--- src/sv/apostolico_giancarlo_matcher_top_defines.svh ---
// Assertion macros shared by the matcher RTL.
// Used by files that carry concurrent checks; expects clk and rst in scope.
`ifndef APOSTOLICO_GIANCARLO_MATCHER_TOP_DEFINES_SVH
`define APOSTOLICO_GIANCARLO_MATCHER_TOP_DEFINES_SVH
`ifndef SYNTHESIS
// same-cycle implication
`define AGM_ASSERT_IMP(lbl, ante, cons) \
  lbl: assert property (@(posedge clk) disable iff (rst) (ante) |-> (cons)) \
    else $error("matcher check failed");
// next-cycle implication
`define AGM_ASSERT_NEXT(lbl, ante, cons) \
  lbl: assert property (@(posedge clk) disable iff (rst) (ante) |=> (cons)) \
    else $error("matcher check failed");
`else
`define AGM_ASSERT_IMP(lbl, ante, cons)
`define AGM_ASSERT_NEXT(lbl, ante, cons)
`endif
`endif

--- src/sv/agm_pkg.sv ---
// Shared constants, controller commands and status bundle for the matcher.
// No dependencies.
package agm_pkg;

  localparam int MaxPattern = 64;
  localparam int PatAw      = $clog2(MaxPattern);
  localparam int LenW       = $clog2(MaxPattern + 1);
  localparam int AlphAw     = 8;
  localparam int IdxW       = LenW + 1;
  localparam int ShW        = IdxW + 2;
  localparam int PosW       = 32;
  localparam int ByteW      = 8;

  localparam logic OP_PATTERN = 1'b0;
  localparam logic OP_TEXT    = 1'b1;

  typedef logic signed [IdxW-1:0] idx_t;

  // controller state, also the command to the datapath
  typedef enum logic [21:0] {
    ST_IDLE       = 22'b1 << 0,
    ST_BC_INIT    = 22'b1 << 1,
    ST_BC_RD      = 22'b1 << 2,
    ST_BC_WR      = 22'b1 << 3,
    ST_SF_INIT    = 22'b1 << 4,
    ST_SF_TEST    = 22'b1 << 5,
    ST_SF_CMPK    = 22'b1 << 6,
    ST_SF_ELSE    = 22'b1 << 7,
    ST_SF_WRD     = 22'b1 << 8,
    ST_SF_WCMP    = 22'b1 << 9,
    ST_GS_INIT    = 22'b1 << 10,
    ST_GS1_RD     = 22'b1 << 11,
    ST_GS1_EV     = 22'b1 << 12,
    ST_GS1_FILL   = 22'b1 << 13,
    ST_GS2_RD     = 22'b1 << 14,
    ST_GS2_EV     = 22'b1 << 15,
    ST_BUILD_DONE = 22'b1 << 16,
    ST_CMP_RD     = 22'b1 << 17,
    ST_CMP_EV     = 22'b1 << 18,
    ST_FIN_RD     = 22'b1 << 19,
    ST_FIN_BC     = 22'b1 << 20,
    ST_FIN_EV     = 22'b1 << 21
  } agm_cmd_t;

  typedef struct packed {
    logic start_build;
    logic start_cmp;
    logic a8_last;
    logic m_one;
    logic m_lt2;
    logic bc_more;
    logic a_gt_lo;
    logic sf_copy;
    logic lo_ge0;
    logic p_eq;
    logic a_zero;
    logic gs_init_last;
    logic gs1_fill;
    logic gs1_more;
    logic gs2_last;
    logic cmp_done;
    logic out_busy;
  } agm_status_t;

endpackage

--- src/sv/agm_ctrl.sv ---
// Controller state machine: table build, window compare and result hand-off.
// Depends on agm_pkg.
module agm_ctrl import agm_pkg::*; (
  input  logic        clk,
  input  logic        rst,
  input  agm_status_t st,
  output agm_cmd_t    cmd,
  output logic        in_ready
);

  agm_cmd_t state, state_next;

  assign cmd      = state;
  assign in_ready = (state == ST_IDLE);

  // next state
  always_comb begin
    state_next = state;
    unique case (state)
      ST_IDLE: begin
        if (st.start_build) state_next = ST_BC_INIT;
        else if (st.start_cmp) state_next = ST_CMP_RD;
      end
      ST_BC_INIT: begin
        if (st.a8_last) state_next = st.m_one ? ST_SF_INIT : ST_BC_RD;
      end
      ST_BC_RD:   state_next = ST_BC_WR;
      ST_BC_WR:   state_next = st.bc_more ? ST_BC_RD : ST_SF_INIT;
      ST_SF_INIT: state_next = st.m_lt2 ? ST_GS_INIT : ST_SF_TEST;
      ST_SF_TEST: state_next = st.a_gt_lo ? ST_SF_CMPK : ST_SF_ELSE;
      ST_SF_CMPK: begin
        if (st.sf_copy) state_next = st.a_zero ? ST_GS_INIT : ST_SF_TEST;
        else state_next = ST_SF_ELSE;
      end
      ST_SF_ELSE: state_next = ST_SF_WRD;
      ST_SF_WRD: begin
        if (st.lo_ge0) state_next = ST_SF_WCMP;
        else state_next = st.a_zero ? ST_GS_INIT : ST_SF_TEST;
      end
      ST_SF_WCMP: begin
        if (st.p_eq) state_next = ST_SF_WRD;
        else state_next = st.a_zero ? ST_GS_INIT : ST_SF_TEST;
      end
      ST_GS_INIT: state_next = st.gs_init_last ? ST_GS1_RD : ST_GS_INIT;
      ST_GS1_RD:  state_next = ST_GS1_EV;
      ST_GS1_EV: begin
        if (st.gs1_fill) state_next = ST_GS1_FILL;
        else state_next = st.a_zero ? ST_GS2_RD : ST_GS1_RD;
      end
      ST_GS1_FILL: begin
        if (st.gs1_more) state_next = ST_GS1_FILL;
        else state_next = st.a_zero ? ST_GS2_RD : ST_GS1_RD;
      end
      ST_GS2_RD:     state_next = st.m_lt2 ? ST_BUILD_DONE : ST_GS2_EV;
      ST_GS2_EV:     state_next = st.gs2_last ? ST_BUILD_DONE : ST_GS2_RD;
      ST_BUILD_DONE: state_next = ST_IDLE;
      ST_CMP_RD:     state_next = ST_CMP_EV;
      ST_CMP_EV:     state_next = st.cmp_done ? ST_FIN_RD : ST_CMP_RD;
      ST_FIN_RD:     state_next = ST_FIN_BC;
      ST_FIN_BC:     state_next = ST_FIN_EV;
      ST_FIN_EV:     state_next = st.out_busy ? ST_FIN_EV : ST_IDLE;
      default:       state_next = ST_IDLE;
    endcase
  end

  // state register
  always_ff @(posedge clk) begin
    if (rst) begin
      state <= ST_IDLE;
    end else begin
      state <= state_next;
    end
  end

endmodule

--- config.mk ---
export PLATFORM = sky130hd
export DESIGN_NAME = agm_ctrl
export DESIGN_NICKNAME = d
export VERILOG_FILES = /design/src/sv/apostolico_giancarlo_matcher_top_defines.svh /design/src/sv/agm_pkg.sv /design/src/sv/agm_ctrl.sv
export SDC_FILE = /design/constraint.sdc
export NUM_CORES = 1
export LEC_CHECK = 0
export BUFFER_PORTS_ARGS = -buffer_cell sky130_fd_sc_hd__clkbuf_2
export CELL_PAD_IN_SITES_DETAIL_PLACEMENT = 2
export CELL_PAD_IN_SITES_GLOBAL_PLACEMENT = 2
export CORE_ASPECT_RATIO = 2
export CORE_UTILIZATION = 29
export CTS_BUF_LIST = sky130_fd_sc_hd__clkbuf_16
export CTS_CLUSTER_DIAMETER = 100
export DETAILED_ROUTE_END_ITERATION = 10
export PLACE_DENSITY = 0.81
export REMOVE_ABC_BUFFERS = 1
export SYNTH_ARGS = -nofsm -noshare
export SYNTH_HDL_FRONTEND = slang
export SYNTH_SLANG_ARGS = --single-unit
export TNS_END_PERCENT = 30
--- constraint.sdc ---
create_clock -name clk -period 1.9 [get_ports clk]
set_input_delay 0.19 -clock clk [delete_from_list [all_inputs] [get_ports clk]]
set_output_delay 0.19 -clock clk [all_outputs]
set_load 0.05 [all_outputs]
Word level (Yosys, flattened, before mapping)
Index checks and enable logic that the tools add are counted.
{ "word_totals": {"inputBits": 19, "wordCells": 45, "out_inout_bits": 23, "reg_bits": 22} }
{ "classes": {"muxes": 20, "eq_ne": 23, "n_reduce_logical": 1} }
{ "ops": {"columns": ["op", "count"], "rows": [
  ["22-bit one-hot mux with 21 select lines", 1],
  ["22-bit 2-to-1 mux", 4],
  ["11-bit 2-to-1 mux", 5],
  ["15-bit 2-to-1 mux", 3],
  ["17-bit 2-to-1 mux", 2],
  ["22-bit by 1-bit equality test with 1-bit output, second input constant", 1],
  ["22-bit by 10-bit equality test with 1-bit output, second input constant", 1],
  ["22-bit by 11-bit equality test with 1-bit output, second input constant", 1],
  ["22-bit by 12-bit equality test with 1-bit output, second input constant", 1],
  ["22-bit by 13-bit equality test with 1-bit output, second input constant", 1],
  ["22-bit by 14-bit equality test with 1-bit output, second input constant", 1],
  ["22-bit by 15-bit equality test with 1-bit output, second input constant", 1],
  ["22-bit by 16-bit equality test with 1-bit output, second input constant", 1],
  ["22-bit by 18-bit equality test with 1-bit output, second input constant", 1],
  ["22-bit by 19-bit equality test with 1-bit output, second input constant", 1],
  ["22-bit by 2-bit equality test with 1-bit output, second input constant", 1],
  ["22-bit by 20-bit equality test with 1-bit output, second input constant", 1],
  ["22-bit by 21-bit equality test with 1-bit output, second input constant", 1],
  ["22-bit equality test, second input constant", 1],
  ["22-bit by 3-bit equality test with 1-bit output, second input constant", 1],
  ["22-bit by 4-bit equality test with 1-bit output, second input constant", 1],
  ["22-bit by 5-bit equality test with 1-bit output, second input constant", 1],
  ["22-bit by 6-bit equality test with 1-bit output, second input constant", 1],
  ["22-bit by 7-bit equality test with 1-bit output, second input constant", 1],
  ["other kinds (9)", 10]
]} }

Depth between registers and ports, before layout
{ "logic_depth": {"depth_word": 3, "mapped_depth": 7, "mapped_depth_nobuf": 5} }

Worst setup path before layout
Ideal clock, no wire load.
{ "synth_path": {"path_kind": "reg2out", "from": "register state[21], in the netlist cmd[21]", "to": "output in_ready", "required_ns": 1.710, "path_stages_with_launch": 6, "n_path_buf": 1, "setup_slack_ns": -0.092, "t_arrival_ns": 1.802, "path_cell_list": "dfxtp_1 > buf_6 > nor4_2 > nand3_1 > nor2_1 > and2_1"} }
{ "synth_between": {"elab_chain_len": 1} }
{ "synth_lines": {"columns": ["element", "line", "text"], "rows": [
  ["start, declared", "agm_ctrl.sv:11", "agm_cmd_t state, state_next;"],
  ["start signal, assigned", "agm_ctrl.sv:71", "state <= state_next;"],
  ["22-bit by 1-bit equality test with 1-bit output", "agm_ctrl.sv:14", "assign in_ready = (state == ST_IDLE);"],
  ["end, declared", "agm_ctrl.sv:8", "output logic in_ready"]
]} }
Every way passes these cells.

Final worst setup path
{ "layout_path": {"from": "register state[8], in the netlist cmd[8]", "to": "register state[17], in the netlist cmd[17]"} }
{ "layout_between": {"elab_chain_len": 3} }
{ "layout_lines": {"columns": ["element", "line", "text"], "rows": [
  ["22-bit by 1-bit equality test with 1-bit output or 22-bit by 2-bit equality test with 1-bit output (tied branches)", "agm_ctrl.sv:19", "unique case (state)"],
  ["3-bit inequality test (no source line) or 2-bit inequality test (tied branches)", null, null],
  ["2-bit AND reduction (no source line)", null, null]
]} }
Several ways; a longest one is shown, not always the timed one.
A chain may end at the register's enable or synchronous reset.

==> metrics.txt <==
status=finished, final reports clean; internal power=0.908 mW; Req. time, crit path=~2.1 ns; Worst Hold Margin=0.193 ns; Iter 0 DRT Violations=18; clk_lat worst skew=0.26 ns; Filler Cells Inserted=roughly 530; fraction of registers with async set/reset=0%; vias=1641; CP Max Fanout=3; post-DP HPWL=4270 um; first-pass GRT wire length=9270 um; Tightest Pin Transition=0.477 ns; setup ws final=0.00198 ns; WP data arrival=2.10 ns; initial antenna violation count=0; share of total power in the clock network=35.1%; dpl cells=about 280; Power Density=648 nW/um^2; Yosys reg bits=22; most frequent cells in the layout=clkbuf_2, buf_4, dfxtp_1; Seq/Total Area, Yosys=30.7%; Die Y=approximately 100 um; routed wire length=around 6200 um; Finished Cell Area=2070 um^2; CTS tree=built; Synth top area share=30.7%; sequential power share=~36%; beginning of the worst hold path=st[10]; GRT Resource Usage Total=24.2%; layout cell share with drive strength beyond 1=41.2%; Final Hold Vio Count=0; Pwr Total=1.34 mW; most common cell after layout, fill and taps aside=clkbuf_2; placed cell area=1830 um^2; HP Class=in2reg; DRC violations left=0; Root Buffer=clkbuf_16; Post-Synthesis Cells=172; Rel. slew slack=67.9%; io pins=42; CP startpoint kind=flop; R2R Path Start=cmd[8]$_SDFFE_PP0P_; largest cells by area after synthesis=dfxtp_1, nor4b_1, nor4_4; Port Buffers=41; maximum capacitance violations=0; fin. max-slew vios=0; vias in the first global route=1758; number of distinct library cells after synthesis=49; worst clock skew=~0.0037 ns; Core Box Area=about 4700 um^2; RSZ-0062 raised after global routing=true; starting density of the core=30.6%; total grt overflow=0; VDD IR-drop max=~380 uV; Clock Path Buffers=2; die area=5250 um^2; sum of negative setup slack=0 ns; via/cell ratio=5.60; die width=51.7 um; switch share=32.2%; final critical-path share of the clock period=99.9%; n_diodes=0; CTS clk-pin slew, worst paths=approximately 0.060 ns; CTS H-tree lvls=1; Syn Area/Cell=8.34 um^2; gp weighted congestion=0.802; crit end category=flop; area taken by multi-input logic gates=1010 um^2; fin crit period=1.90 ns; area leader, netlist=dfxtp_1; post-DR wirelength/cell=around 21 um; max reg flops=22; EDFF count, synth=0; row cnt=35; Max Fclk=0.527 GHz; Comb power frac=29.1%; antenna violation net count after detailed routing=0; layout overhead on the synthesized area=44.0%; # hold bufs at CTS=0; crit path from=cmd[8]$_SDFFE_PP0P_; Seq. cell area=443 um^2; non-filler instance count after layout=around 300; drt pass-1 iters=4; CTS buffer count=3; Switch Pwr=0.432 mW; Mapped Area=1440 um^2; largest net degree at the start of global routing=19; Top FF cell, synth=dfxtp_1; Final #Nets=roughly 260; pre-CTS setup slack=-0.0705 ns; P_leak=0.902 nW; critical path class=reg2reg; Final Setup Violations=0; Core Util, Final=44.1%; clock sinks=22; Ys Warns=0
-- power by group through the flow --
stage                     logic, mW  clock network [mW]  registers [mW]
after floorplan               0.149                   0           0.531
after global placement        0.310                   0           0.489
after detailed placement      0.322                   0           0.490
after CTS                     0.342               0.470           0.480
after global routing          0.410               0.491           0.480
final                         0.390               0.470           0.480
-- Yosys cell counts, types with 2 or more instances --
library cell	count
or3b_1	2
nor4_4	3
clkbuf_1	4
a211oi_1	2
nand3_1	10
o211ai_1	4
nand2_1	8
and2_1	5
o21a_1	2
xor2_1	5
and3_1	3
buf_2	2
nand3b_1	3
nor3_1	12
dfxtp_1	22
inv_1	6
nand4_1	2
nor2b_1	6
nand2b_1	3
a21oi_1	7
nor3b_1	4
a22oi_1	2
buf_4	2
nor4_2	2
nor4b_1	8
nor4_1	4
o21ai_0	6
nor2_1	12
-- final timing paths --
kind | to | slack (ns) | cells after the start
max reg2reg | cmd[17]$_SDFFE_PP0P_ | 0.002 | 7
max | cmd[17]$_SDFFE_PP0P_ | 0.002 | 7
min reg2reg | cmd[15]$_SDFFE_PP0P_ | 0.62 | 1
min | cmd[6]$_SDFFE_PP0P_ | 0.19 | 2
-- repair_timing --
item / 4_1_cts / 5_1_grt
pin swaps: 2 / 7
setup endpoints to repair: 5 / 8
resized for setup: 6 / 17
buffers inserted: 2 / 5
hold endpoints to repair: 0 / 0
-- per-layer routing --
metal	GRT usage, %	vias to the layer above	routed length [um]
met4	11.0	0	176
met3	2.25	11	100
met2	45.9	34	3540
met5	0	-	0
met1	25.8	818	2380
li1	-	778	-
-- area by class of cell --
| cell class | instances | area share (%) |
|---|---|---|
| clock inverters | 1 | 0.182 |
| flip-flops and latches | 22 | 21.4 |
| multi-input cells | 135 | 48.9 |
| inverters | 6 | 1.09 |
| clock buffers | 3 | 3.63 |
| repair buffers | 71 | 21.5 |
| well taps | 55 | 3.33 |
-- critical path, cell delays in order, from the launching register on --
cell and delay, ns:
dfxtp_2 0.33, nor4_4 0.34, buf_4 0.18, buf_6 0.09, nand4_1 0.15, or3_4 0.46
o32ai_2 0.10, and2_1 0.17
-- cells by family after synthesis --
kind of cell,count (synthesis),synth area share [%]
xor+xnor,5,3.05
simple gates,97,45.5
flops,22,30.7
compound gates,32,14.8
mux,1,0.785
buf+inv,15,5.14
No activity file was read; power rests on OpenSTA's default activity.
